`config.mk`:
```
export PLATFORM = sky130hd
export DESIGN_NAME = preemptible_overlay_queue_flat
export DESIGN_NICKNAME = d
export VERILOG_FILES = /design/src/hdl/poq_pkg.sv /design/src/hdl/poq_if.sv /design/src/hdl/preemptible_overlay_queue.sv /design/src/hdl/poq_fifo.sv /design/src/flat_wrapper.sv
export SDC_FILE = /design/constraint.sdc
export NUM_CORES = 1
export LEC_CHECK = 0
export BUFFER_PORTS_ARGS = -buffer_cell sky130_fd_sc_hd__buf_2
export CAP_MARGIN = 25
export CORE_MARGIN = 2
export CORE_UTILIZATION = 44
export DETAILED_ROUTE_END_ITERATION = 12
export PLACE_DENSITY = 0.67
export RECOVER_POWER = 100
export SYNTH_ARGS = -nofsm -noshare
export SYNTH_HDL_FRONTEND = slang
export SYNTH_HIERARCHICAL = 1
export SYNTH_SLANG_ARGS = --single-unit
```
`constraint.sdc`:
```
create_clock -name clk -period 6.9 [get_ports clk]
set_clock_uncertainty 0.1 [all_clocks]
set_input_delay 0.345 -clock clk [delete_from_list [all_inputs] [get_ports clk]]
set_output_delay 0.345 -clock clk [all_outputs]
set_load 0.05 [all_outputs]
```
`src/hdl/poq_pkg.sv`:
```
`timescale 1ns / 1ps
// ----------------------------------------------------------------------------
// poq_pkg: shared types for the preemptible overlay queue
// Event kinds, status codes, queue entry layout and result beat layout.
// ----------------------------------------------------------------------------
package poq_pkg;

    // Event kinds carried by an input beat
    typedef enum logic [2:0] {
        KIND_ENQUEUE  = 3'd0,
        KIND_PLAY_NOW = 3'd1,
        KIND_ADVANCE  = 3'd2,
        KIND_STOP_IF  = 3'd3,
        KIND_RESET    = 3'd4
    } kind_t;

    // Result status codes
    typedef enum logic [1:0] {
        STATUS_OK       = 2'd0,
        STATUS_FULL     = 2'd1,
        STATUS_DEFERRED = 2'd2
    } status_t;

    // One job record as held in the queue
    typedef struct packed {
        logic        cancelable;
        logic [31:0] duration;
        logic [7:0]  id;
    } entry_t;

    // Queue control from the scheduler
    typedef struct packed {
        logic push;
        logic pop;
        logic clear;
    } fifo_ctl_t;

    // One result beat
    typedef struct packed {
        status_t     status;
        logic        stop_valid;
        logic [7:0]  stop_id;
        logic        start_valid;
        logic [7:0]  start_id;
        logic [31:0] start_duration;
        logic        frame_request;
        logic        is_active;
        logic [7:0]  current_id;
        logic        current_cancelable;
        logic [3:0]  queued_count;
    } res_t;

endpackage

```
`src/hdl/poq_if.sv`:
```
`timescale 1ns / 1ps
// ----------------------------------------------------------------------------
// poq_if: valid/ready channels of the preemptible overlay queue
// Event channel into the block and result channel out of it.
// ----------------------------------------------------------------------------
interface poq_job_if;
    logic        valid;
    logic        ready;
    logic [2:0]  kind;
    logic [7:0]  job_id;
    logic [31:0] job_duration;
    logic        job_cancelable;
    logic        current_done;
    logic        cancel_request;

    modport source (
        output valid, kind, job_id, job_duration, job_cancelable,
               current_done, cancel_request,
        input  ready
    );
    modport sink (
        input  valid, kind, job_id, job_duration, job_cancelable,
               current_done, cancel_request,
        output ready
    );
endinterface

interface poq_res_if;
    logic        valid;
    logic        ready;
    logic [1:0]  status;
    logic        stop_valid;
    logic [7:0]  stop_id;
    logic        start_valid;
    logic [7:0]  start_id;
    logic [31:0] start_duration;
    logic        frame_request;
    logic        is_active;
    logic [7:0]  current_id;
    logic        current_cancelable;
    logic [3:0]  queued_count;

    modport source (
        output valid, status, stop_valid, stop_id, start_valid, start_id,
               start_duration, frame_request, is_active, current_id,
               current_cancelable, queued_count,
        input  ready
    );
    modport sink (
        input  valid, status, stop_valid, stop_id, start_valid, start_id,
               start_duration, frame_request, is_active, current_id,
               current_cancelable, queued_count,
        output ready
    );
endinterface

```
`src/hdl/preemptible_overlay_queue.sv`:
```
`timescale 1ns / 1ps
// ----------------------------------------------------------------------------
// preemptible_overlay_queue: overlay job scheduler
// Job queue plus one current slot; one result beat per event beat.
// ----------------------------------------------------------------------------
// Takes one event beat per clock while the result sink keeps up and returns
// exactly one result beat for it, in the cycle after acceptance, from the
// output register. Throughput is one event per cycle under the same
// condition: the whole event is decided combinationally by flag tests and one
// queue push or pop, and the head of the queue is kept read ahead from the
// queue memory so a pop need not wait for a memory read. job.ready is low
// only while a finished result waits in the output register and the sink does
// not take it. A reset event drains the queue in that same cycle; no clearing
// pass is needed after power-on reset. queued_count is the fill count modulo 16.
// ----------------------------------------------------------------------------
module preemptible_overlay_queue #(
    parameter int QUEUE_DEPTH = 8
) (
    input  logic       clk,
    input  logic       rst_n,
    poq_job_if.sink    job,
    poq_res_if.source  res
);
    import poq_pkg::*;

    localparam int CNT_W = $clog2(QUEUE_DEPTH + 1);

    // Current slot
    logic [7:0]        cur_id_reg, cur_id_next;
    logic              cur_cancel_reg, cur_cancel_next;
    logic              active_reg, active_next;

    // Output register
    res_t              res_reg, res_next;
    logic              out_valid_reg;

    // Queue
    fifo_ctl_t         fifo_ctl;
    entry_t            fifo_wdata;
    entry_t            fifo_head;
    logic [CNT_W-1:0]  fifo_count;
    logic [CNT_W-1:0]  fifo_count_next;
    logic              fifo_full;
    logic [CNT_W+3:0]  count_ext;

    logic              fire;
    logic              adv_go;

    assign job.ready = !out_valid_reg || res.ready;
    assign fire      = job.valid && job.ready;

    assign fifo_wdata.id         = job.job_id;
    assign fifo_wdata.duration   = job.job_duration;
    assign fifo_wdata.cancelable = job.job_cancelable;

    poq_fifo #(
        .QUEUE_DEPTH (QUEUE_DEPTH),
        .CNT_W       (CNT_W)
    ) u_fifo (
        .clk        (clk),
        .rst_n      (rst_n),
        .ctl        (fifo_ctl),
        .wdata      (fifo_wdata),
        .head       (fifo_head),
        .count      (fifo_count),
        .count_next (fifo_count_next),
        .full       (fifo_full)
    );

    assign adv_go = (active_reg && (job.current_done ||
                                    (cur_cancel_reg && job.cancel_request))) ||
                    (!active_reg && (fifo_count != '0));

    assign count_ext = {4'd0, fifo_count_next};

    // Event decode
    always_comb
    begin
        fifo_ctl        = '0;
        cur_id_next     = cur_id_reg;
        cur_cancel_next = cur_cancel_reg;
        active_next     = active_reg;
        res_next        = '0;
        res_next.status = STATUS_OK;

        unique case (kind_t'(job.kind))
            KIND_ENQUEUE:
            begin
                if (!fifo_full)
                begin
                    fifo_ctl.push          = fire;
                    res_next.frame_request = 1'b1;
                end
                else
                begin
                    res_next.status = STATUS_FULL;
                end
            end
            KIND_PLAY_NOW:
            begin
                if (!active_reg || cur_cancel_reg)
                begin
                    // preempt the current slot
                    if (cur_id_reg != 8'd0)
                    begin
                        res_next.stop_valid = 1'b1;
                        res_next.stop_id    = cur_id_reg;
                    end
                    cur_id_next     = job.job_id;
                    cur_cancel_next = job.job_cancelable;
                    active_next     = 1'b1;
                    if (job.job_id != 8'd0)
                    begin
                        res_next.start_valid    = 1'b1;
                        res_next.start_id       = job.job_id;
                        res_next.start_duration = job.job_duration;
                    end
                    res_next.frame_request = 1'b1;
                end
                else if (!fifo_full)
                begin
                    fifo_ctl.push          = fire;
                    res_next.status        = STATUS_DEFERRED;
                    res_next.frame_request = 1'b1;
                end
                else
                begin
                    res_next.status = STATUS_FULL;
                end
            end
            KIND_ADVANCE:
            begin
                if (adv_go)
                begin
                    if (cur_id_reg != 8'd0)
                    begin
                        res_next.stop_valid = 1'b1;
                        res_next.stop_id    = cur_id_reg;
                    end
                    if (fifo_count != '0)
                    begin
                        fifo_ctl.pop    = fire;
                        cur_id_next     = fifo_head.id;
                        cur_cancel_next = fifo_head.cancelable;
                        active_next     = 1'b1;
                        if (fifo_head.id != 8'd0)
                        begin
                            res_next.start_valid    = 1'b1;
                            res_next.start_id       = fifo_head.id;
                            res_next.start_duration = fifo_head.duration;
                        end
                    end
                    else
                    begin
                        cur_id_next     = 8'd0;
                        cur_cancel_next = 1'b0;
                        active_next     = 1'b0;
                    end
                    res_next.frame_request = 1'b1;
                end
            end
            KIND_STOP_IF:
            begin
                if (active_reg && (job.job_id != 8'd0) && (cur_id_reg == job.job_id))
                begin
                    res_next.stop_valid    = 1'b1;
                    res_next.stop_id       = job.job_id;
                    res_next.frame_request = 1'b1;
                end
            end
            KIND_RESET:
            begin
                fifo_ctl.clear  = fire;
                cur_id_next     = 8'd0;
                cur_cancel_next = 1'b0;
                active_next     = 1'b0;
            end
            default:
            begin
                // unknown kinds leave state alone and report snapshots
            end
        endcase

        res_next.is_active          = active_next;
        res_next.current_id         = cur_id_next;
        res_next.current_cancelable = cur_cancel_next;
        res_next.queued_count       = count_ext[3:0];
    end

    // Slot state and output valid
    always_ff @(posedge clk or negedge rst_n)
    begin
        if (!rst_n)
        begin
            cur_id_reg     <= 8'd0;
            cur_cancel_reg <= 1'b0;
            active_reg     <= 1'b0;
            out_valid_reg  <= 1'b0;
        end
        else
        begin
            if (fire)
            begin
                cur_id_reg     <= cur_id_next;
                cur_cancel_reg <= cur_cancel_next;
                active_reg     <= active_next;
                out_valid_reg  <= 1'b1;
            end
            else if (res.ready)
            begin
                out_valid_reg <= 1'b0;
            end
        end
    end

    // Result payload
    always_ff @(posedge clk)
    begin
        if (fire)
        begin
            res_reg <= res_next;
        end
    end

    assign res.valid              = out_valid_reg;
    assign res.status             = res_reg.status;
    assign res.stop_valid         = res_reg.stop_valid;
    assign res.stop_id            = res_reg.stop_id;
    assign res.start_valid        = res_reg.start_valid;
    assign res.start_id           = res_reg.start_id;
    assign res.start_duration     = res_reg.start_duration;
    assign res.frame_request      = res_reg.frame_request;
    assign res.is_active          = res_reg.is_active;
    assign res.current_id         = res_reg.current_id;
    assign res.current_cancelable = res_reg.current_cancelable;
    assign res.queued_count       = res_reg.queued_count;

endmodule

```
`src/hdl/poq_fifo.sv`:
```
`timescale 1ns / 1ps
// ----------------------------------------------------------------------------
// poq_fifo: job record queue
// Circular buffer with registered read. The head entry is read ahead at the
// next read pointer every cycle, with a bypass for a write into that slot,
// so the head is ready in the cycle after any push, pop or clear.
// ----------------------------------------------------------------------------
module poq_fifo #(
    parameter int QUEUE_DEPTH = 8,
    parameter int CNT_W       = $clog2(QUEUE_DEPTH + 1)
) (
    input  logic                clk,
    input  logic                rst_n,
    input  poq_pkg::fifo_ctl_t  ctl,
    input  poq_pkg::entry_t     wdata,
    output poq_pkg::entry_t     head,
    output logic [CNT_W-1:0]    count,
    output logic [CNT_W-1:0]    count_next,
    output logic                full
);
    import poq_pkg::*;

    localparam int PTR_W = (QUEUE_DEPTH > 1) ? $clog2(QUEUE_DEPTH) : 1;
    localparam logic [PTR_W-1:0] PTR_LAST = PTR_W'(QUEUE_DEPTH - 1);

    entry_t             mem [QUEUE_DEPTH];
    entry_t             head_mem_reg;
    entry_t             bypass_data_reg;
    logic               bypass_reg;
    logic [PTR_W-1:0]   rd_ptr_reg, rd_ptr_next;
    logic [PTR_W-1:0]   wr_ptr_reg, wr_ptr_next;
    logic [CNT_W-1:0]   count_reg;

    // Pointer and fill count updates
    always_comb
    begin
        rd_ptr_next = rd_ptr_reg;
        wr_ptr_next = wr_ptr_reg;
        count_next  = count_reg;
        if (ctl.clear)
        begin
            rd_ptr_next = '0;
            wr_ptr_next = '0;
            count_next  = '0;
        end
        else if (ctl.push)
        begin
            wr_ptr_next = (wr_ptr_reg == PTR_LAST) ? '0 : wr_ptr_reg + PTR_W'(1);
            count_next  = count_reg + CNT_W'(1);
        end
        else if (ctl.pop)
        begin
            rd_ptr_next = (rd_ptr_reg == PTR_LAST) ? '0 : rd_ptr_reg + PTR_W'(1);
            count_next  = count_reg - CNT_W'(1);
        end
    end

    always_ff @(posedge clk or negedge rst_n)
    begin
        if (!rst_n)
        begin
            rd_ptr_reg <= '0;
            wr_ptr_reg <= '0;
            count_reg  <= '0;
            bypass_reg <= 1'b0;
        end
        else
        begin
            rd_ptr_reg <= rd_ptr_next;
            wr_ptr_reg <= wr_ptr_next;
            count_reg  <= count_next;
            // write into the slot being read ahead: the memory returns old data, so the write data is taken instead
            bypass_reg <= ctl.push && (wr_ptr_reg == rd_ptr_next);
        end
    end

    // Storage: one write port, one registered read port
    always_ff @(posedge clk)
    begin
        if (ctl.push)
        begin
            mem[wr_ptr_reg] <= wdata;
        end
        head_mem_reg    <= mem[rd_ptr_next];
        bypass_data_reg <= wdata;
    end

    assign head  = bypass_reg ? bypass_data_reg : head_mem_reg;
    assign count = count_reg;
    assign full  = (count_reg == CNT_W'(QUEUE_DEPTH));

endmodule

```
`src/flat_wrapper.sv`:
```
// flat-port wrapper written by rule: the top's interface ports become plain ports
module preemptible_overlay_queue_flat import poq_pkg::*;
#(
    parameter int QUEUE_DEPTH = 8
)
  (clk, rst_n, job_valid, job_kind, job_job_id, job_job_duration, job_job_cancelable, job_current_done, job_cancel_request, job_ready, res_valid, res_status, res_stop_valid, res_stop_id, res_start_valid, res_start_id, res_start_duration, res_frame_request, res_is_active, res_current_id, res_current_cancelable, res_queued_count, res_ready);
  poq_job_if job_i ();
  poq_res_if res_i ();
  input  logic clk;
  input  logic rst_n;
  input wire logic [$bits(job_i.valid)-1:0] job_valid;
  input wire logic [$bits(job_i.kind)-1:0] job_kind;
  input wire logic [$bits(job_i.job_id)-1:0] job_job_id;
  input wire logic [$bits(job_i.job_duration)-1:0] job_job_duration;
  input wire logic [$bits(job_i.job_cancelable)-1:0] job_job_cancelable;
  input wire logic [$bits(job_i.current_done)-1:0] job_current_done;
  input wire logic [$bits(job_i.cancel_request)-1:0] job_cancel_request;
  output wire logic [$bits(job_i.ready)-1:0] job_ready;
  output wire logic [$bits(res_i.valid)-1:0] res_valid;
  output wire logic [$bits(res_i.status)-1:0] res_status;
  output wire logic [$bits(res_i.stop_valid)-1:0] res_stop_valid;
  output wire logic [$bits(res_i.stop_id)-1:0] res_stop_id;
  output wire logic [$bits(res_i.start_valid)-1:0] res_start_valid;
  output wire logic [$bits(res_i.start_id)-1:0] res_start_id;
  output wire logic [$bits(res_i.start_duration)-1:0] res_start_duration;
  output wire logic [$bits(res_i.frame_request)-1:0] res_frame_request;
  output wire logic [$bits(res_i.is_active)-1:0] res_is_active;
  output wire logic [$bits(res_i.current_id)-1:0] res_current_id;
  output wire logic [$bits(res_i.current_cancelable)-1:0] res_current_cancelable;
  output wire logic [$bits(res_i.queued_count)-1:0] res_queued_count;
  input wire logic [$bits(res_i.ready)-1:0] res_ready;
  assign job_i.valid = job_valid;
  assign job_i.kind = job_kind;
  assign job_i.job_id = job_job_id;
  assign job_i.job_duration = job_job_duration;
  assign job_i.job_cancelable = job_job_cancelable;
  assign job_i.current_done = job_current_done;
  assign job_i.cancel_request = job_cancel_request;
  assign job_ready = job_i.ready;
  assign res_valid = res_i.valid;
  assign res_status = res_i.status;
  assign res_stop_valid = res_i.stop_valid;
  assign res_stop_id = res_i.stop_id;
  assign res_start_valid = res_i.start_valid;
  assign res_start_id = res_i.start_id;
  assign res_start_duration = res_i.start_duration;
  assign res_frame_request = res_i.frame_request;
  assign res_is_active = res_i.is_active;
  assign res_current_id = res_i.current_id;
  assign res_current_cancelable = res_i.current_cancelable;
  assign res_queued_count = res_i.queued_count;
  assign res_i.ready = res_ready;
  preemptible_overlay_queue #(.QUEUE_DEPTH(QUEUE_DEPTH)) u_core (.clk(clk), .rst_n(rst_n), .job(job_i), .res(res_i));
endmodule
```
==> flow_summary.json, run 1 <==
{
  "status": "finished with violations",
  "violations": "max-capacitance violations, max-slew violations",
  "drtAntennaViolNets": 0,
  "yosysMostFrequentCell": "edfxtp_1",
  "reg2regPathDepth": 7,
  "yosysTopAreaCell": "edfxtp_1",
  "syn_avg_cell_area_um2": 17.2,
  "powerDensity_nw_per_um2": 368,
  "io_pins": 119,
  "finalSetupViolations": 0,
  "ys_seq_area_frac": 0.742,
  "cts_tree": "built",
  "rows": 76,
  "cts.sinks": 499,
  "synth_flop_cell": "edfxtp_1",
  "vias": 10148,
  "fp.dieArea_um2": 44700,
  "first_iter_violations": 689,
  "drc": 0,
  "start_util": 0.443,
  "hpwl_mm": 21.0,
  "grt_overflow": 0,
  "fp.dieW_um": 211,
  "antenna_cells": 0,
  "final_nets": 1339,
  "wl_mm": 38.9,
  "fp.dieH_um": 211,
  "fmax_ghz": 0.190,
  "hp-start": "job_kind[0]",
  "place_area_um2": 20100,
  "path_cells": "nand2b_1, nand2_1, a2111oi_0, clkbuf_1, nand2_1, nor2_1, buf_4",
  "tightest_slew_ns": 2.44,
  "postCtsSetupBuffers": 0,
  "clockBufferDepth": 3,
  "slew_headroom": -0.625,
  "worst_r2r_endpoint": "u_core/u_fifo/mem[5][18]",
  "grt_max_degree": 142,
  "cp_slowest_cell": "nor2_1",
  "synth_warnings": 6,
  "nFillCells": 3564,
  "switching_power_mw": 2.20,
  "synth_nets": 1155,
  "finalPower_mw": 8.10,
  "first_pass_iters": 5,
  "fin_crit_sh": 0.764,
  "hold_viol": 0,
  "min_to": "u_core/res.status[0]",
  "syn_inst": 1100,
  "maxCapViolCount": 7,
  "p_leak_nw": 8.31,
  "rrSetupSlack_ns": 1.63,
  "cts_hold_buf": 44,
  "end_kind": "flop",
  "layout-area-overhead-vs-synth_pct": 16.3,
  "path_clk_slew_ns": 0.06,
  "synth-seq-cells": 499,
  "coreArea_um2": 42800,
  "critPathLaunchType": "flop",
  "grt_pass1_vias": 10557,
  "port_buffers": 118,
  "reg2reg_from": "u_core/res.valid",
  "root_buffer": "clkbuf_16",
  "slowest_delay_ns": 1.79,
  "timing.setup.critical_path_class": "flop to flop",
  "routedWlPerCell_um": 20.8,
  "antenna_found_initial": 1,
  "slew_viol_final": 201,
  "final_area_um2": 22000,
  "worst_ep_arrival_time_ns": 5.40,
  "tns_ns": 0,
  "synth_area_um2": 18900,
  "combPwrFrac": 0.214,
  "hold_class": "input port to flop",
  "synth_edf_count": 395,
  "holdWs_ns": 0.124,
  "drive_gt1_frac": 0.118,
  "netlist_top_cells_count": "edfxtp_1 (395), mux2i_1 (167), a22o_1 (115), dfxtp_1 (82), nor2_1 (67)",
  "rsz0062_at_grt": "no",
  "clkLatencyLatePin_ns": 0.58,
  "grt_first_pass_wirelength_mm": 60.2,
  "required_ns": 7.03,
  "ys_top_cells_by_area": "edfxtp_1 (63%), mux2i_1 (8.8%), dfxtp_1 (8.7%)",
  "async_flop_share": 0.0441,
  "min_path_cells": 2,
  "switching_share": 0.272,
  "yosys.area.top_type_share": 0.626,
  "crit_top_cell": "nand2_1",
  "ir_worst_vdd_mv": 0.250,
  "cts_buffers": 51,
  "grt_usage": 0.176,
  "cts_resized": 0,
  "finalCriticalPeriod_ns": 5.27,
  "p_seq_frac": 0.448,
  "synth_cell_types": 59,
  "gp_congestion": 0.751,
  "largest_reg_flops": 328,
  "internal-power_mw": 5.90,
  "htree_num_levels": 2,
  "crit_fanout": 21,
  "power_frac_clock": 0.339,
  "viasPerCell": 5.42
}
## worst max path at each step
stage / startpoint / end / depth (start not counted)
finish: u_core/res.valid / u_core/u_fifo/mem[5][18] / 7
global route: u_core/res.valid / u_core/u_fifo/mem[5][3] / 7
CTS: u_core/res.valid / u_core/u_fifo/head_mem_reg[0] / 11
detailed placement: job_kind[0] / u_core/u_fifo/head_mem_reg[0] / 11
global placement: res_ready / u_core/u_fifo/head_mem_reg[9] / 11
floorplan: u_core/res.valid / u_core/u_fifo/mem[0][0] / 7
## metal layers
layer  track usage  vias up  part of all wire
li1              -     4663                 -
met3        0.0307       45             0.051
met1         0.243     5175              0.45
met2         0.290      263              0.48
met4        0.0478        2             0.015
met5             0        -           0.00039
## worst max-delay path: cells and delay by family, from the launching register on
kind	cells	cell delay, ns
and+or+nand+nor	4	2.61
DFF	1	0.38
buffers and inverters	2	1.01
AOI/OAI and AO/OA	1	0.81
## stage by stage
stage / util / setup slack, ns / cells
finish: 0.515 / 1.63 / 1873
global route: 0.515 / 1.21 / 1873
CTS: 0.520 / 2.71 / 1872
detailed placement: 0.470 / 2.52 / 1732
global placement: 0.470 / 2.39 / 1731
floorplan: - / 1.09 / 1100
## cell type report
type | instances | area [um2] | share of cell area
clock buffers | 70 | 1430 | 0.0649
repair buffers | 185 | 1030 | 0.0469
multi-input cells | 523 | 4460 | 0.202
flip-flops and latches | 499 | 14100 | 0.638
clock inverters | 26 | 270 | 0.0123
inverters | 24 | 91.3 | 0.00415
well taps | 546 | 683 | 0.0310
## kinds of logic after synthesis
family / after synthesis / synth area share
simple gates: 122 / 0.0309
compound gates: 170 / 0.0769
buf+inv: 78 / 0.0245
xor+xnor: 14 / 0.00648
flops: 499 / 0.742
mux: 212 / 0.116
fa+ha+maj: 5 / 0.00330
## cells in the final DEF, fill, tap and decap left out, drive strengths merged, types with 3 or more instances in the layout
cell         netlist  routed
xor2               7       7
xnor2              7       7
inv               24      25
mux2              43      43
nor2              67      67
ha                 5       5
or2                3       3
bufinv             0       5
a21oi              5       5
a22o             115     115
nor2b              3       3
a22oi              9       9
nor4               7       7
clkbuf             7     193
nand2             15      15
o21ai             10      10
nor3               4       4
a32o               9       9
dlygate4sd3        0      44
clkinv             0      19
o221ai             8       8
dfrtp             22      22
nand2b             8       8
edfxtp           395     395
buf               47      18
dfxtp             82      82
mux2i            169     169
## power by group through the flow
| stage | Clock [mW] | Combinational, mW | Sequential [mW] |
|---|---|---|---|
| after floorplan | 0 | 1.29 | 3.79 |
| after global placement | 0 | 1.71 | 3.68 |
| after detailed placement | 0 | 1.74 | 3.68 |
| after CTS | 2.80 | 1.77 | 3.62 |
| after global routing | 2.93 | 1.86 | 3.65 |
| final | 2.74 | 1.73 | 3.63 |
(Power assumes the default switching activity.)
==> run 2, diff against run 1 <==
==> constraint.sdc (replaced) <==
create_clock -name clk -period 5.1 [get_ports clk]
set_clock_uncertainty 0.1 [all_clocks]
set_input_delay 0.255 -clock clk [delete_from_list [all_inputs] [get_ports clk]]
set_output_delay 0.255 -clock clk [all_outputs]
set_load 0.05 [all_outputs]
==> run 2 against run 1 <==
  * The run still ends with max-capacitance violations, max-slew violations left
  * Final cell count is the same
  * Combinational power increased by 34%
  * Non-clock buffer count is 2 higher
  * Clock power increased by 32%
  * Critical endpoint is now u_core/u_fifo/mem[7][9]
  * Largest cell class unchanged
  * Largest power group unchanged
==> flow_summary.json, run 2 (synthesis results as in run 1) <==
{
  "status": "finished with violations",
  "violations": "max-capacitance violations, max-slew violations",
  "grt_util_met3": 0.0291,
  "port_buffers": 118,
  "fp.dieH_um": 211,
  "slew_headroom": -0.529,
  "required_ns": 5.19,
  "first_iter_violations": 621,
  "wl_mm": 38.4,
  "crit_fanout": 30,
  "powerDensity_nw_per_um2": 494,
  "fp.dieArea_um2": 44700,
  "coreArea_um2": 42800,
  "grt_overflow": 0,
  "grt_usage": 0.173,
  "root_buffer": "clkbuf_16",
  "fin_cells": 1873,
  "use_met1": 0.242,
  "largest_reg_flops": 328,
  "end_kind": "flop",
  "cts_resized": 0,
  "htree_num_levels": 2,
  "drc": 0,
  "drtAntennaViolNets": 0,
  "viasPerCell": 5.38,
  "clkLatencyLatePin_ns": 0.58,
  "antenna_found_initial": 1,
  "busiest_layer": "met2",
  "tightest_slew_ns": 2.29,
  "vias": 10075,
  "worst_r2r_endpoint": "u_core/u_fifo/mem[7][9]",
  "min_path_cells": 2,
  "rsz0062_at_grt": "no",
  "grt_pass1_vias": 10208,
  "most-common-layout-cells": "edfxtp_1 (395), mux2i_1 (169), clkbuf_1 (137)",
  "finalSetupViolations": 0,
  "tns_ns": 0,
  "critPathLaunchType": "flop",
  "final_common_cell": "edfxtp_1",
  "slew_viol_final": 130,
  "grt_max_degree": 90,
  "hold_class": "input port to flop",
  "placed_cells": 1734,
  "gp_congestion": 0.753,
  "postCtsSetupBuffers": 0,
  "cts_hold_buf": 44,
  "reg2reg_from": "u_core/res.valid",
  "timing.setup.critical_path_class": "flop to flop",
  "fmax_ghz": 0.243,
  "worst_ep_arrival_time_ns": 4.20,
  "rrSetupSlack_ns": 0.98,
  "io_pins": 119,
  "drive_gt1_frac": 0.116,
  "met2_usage": 0.279,
  "finalCriticalPeriod_ns": 4.12,
  "final_nets": 1340,
  "clockBufferDepth": 3,
  "fin_crit_sh": 0.807,
  "grt_first_pass_wirelength_mm": 58.7,
  "hpwl_mm": 20.5,
  "cts_tree": "built",
  "antenna_cells": 0,
  "fp.dieW_um": 211,
  "start_util": 0.443,
  "layout-area-overhead-vs-synth_pct": 16.0,
  "nFillCells": 3534,
  "p_leak_nw": 8.28,
  "routedWlPerCell_um": 20.5,
  "path_clk_slew_ns": 0.06,
  "reg2regPathDepth": 7,
  "cts_buffers": 50,
  "cts.sinks": 499,
  "ir_worst_vdd_mv": 0.392,
  "min_to": "u_core/res.status[0]",
  "hp-start": "job_kind[0]",
  "rows": 76,
  "maxCapViolCount": 4,
  "hold_viol": 0,
  "first_pass_iters": 5
}
## run 2: critical path: stages (launching register included)
cell and delay (ns):
dfrtp_1 0.38, nand2b_1 0.11, nand2_1 0.40, a2111oi_0 0.54, clkbuf_1 0.44, nand2_1 0.32, nor2_4 0.50, clkbuf_2 0.91
## run 2: final cells by class
class                           count  area, um2  area share
Tap cell                          546        683      0.0311
Clock buffer                       70       1340      0.0608
Multi-Input combinational cell    523       4460       0.203
Inverter                           24       91.3     0.00416
Sequential cell                   499      14100       0.640
Clock inverter                     24        282      0.0128
Timing Repair Buffer              187       1060      0.0483
## run 2: where the power goes
part           total (mW)  switching (mW)  internal [mW]
Sequential           4.92           0.166           4.75
Clock                3.62            1.48           2.14
Combinational        2.32            1.32          0.998
## run 2: worst max-delay path by stage
stage	start	endpoint	slack (ns)	cells after the start
after CTS	u_core/res.valid	u_core/u_fifo/head_mem_reg[37]	1.51	11
after floorplan	u_core/res.valid	u_core/u_fifo/mem[4][0]	0.38	7
after global placement	u_core/res.valid	u_core/u_fifo/head_mem_reg[6]	1.61	11
after global routing	u_core/res.valid	u_core/u_fifo/head_mem_reg[9]	0.65	11
final	u_core/res.valid	u_core/u_fifo/mem[7][9]	0.98	7
after detailed placement	u_core/res.valid	u_core/u_fifo/head_mem_reg[25]	1.50	11
## run 2: per-stage QoR
stage	total power, mW	utilization	hold WS [ns]	instance area (um2)	setup slack (ns)
after global placement	7.29	0.471	0.171	20200	1.61
final	10.9	0.513	0.0561	22000	0.982
after floorplan	6.87	-	-0.141	18900	0.382
after CTS	11.0	0.519	0.0206	22200	1.51
after global routing	11.3	0.513	0.0372	22000	0.648
after detailed placement	7.33	0.471	0.187	20200	1.50
## run 2: layer usage
layer | wire [um] | share of wire | vias up
met3 | 1880 | 0.049 | 52
li1 | - | - | 4664
met2 | 18100 | 0.47 | 269
met5 | 13 | 0.00034 | -
met1 | 17800 | 0.46 | 5088
met4 | 606 | 0.016 | 2
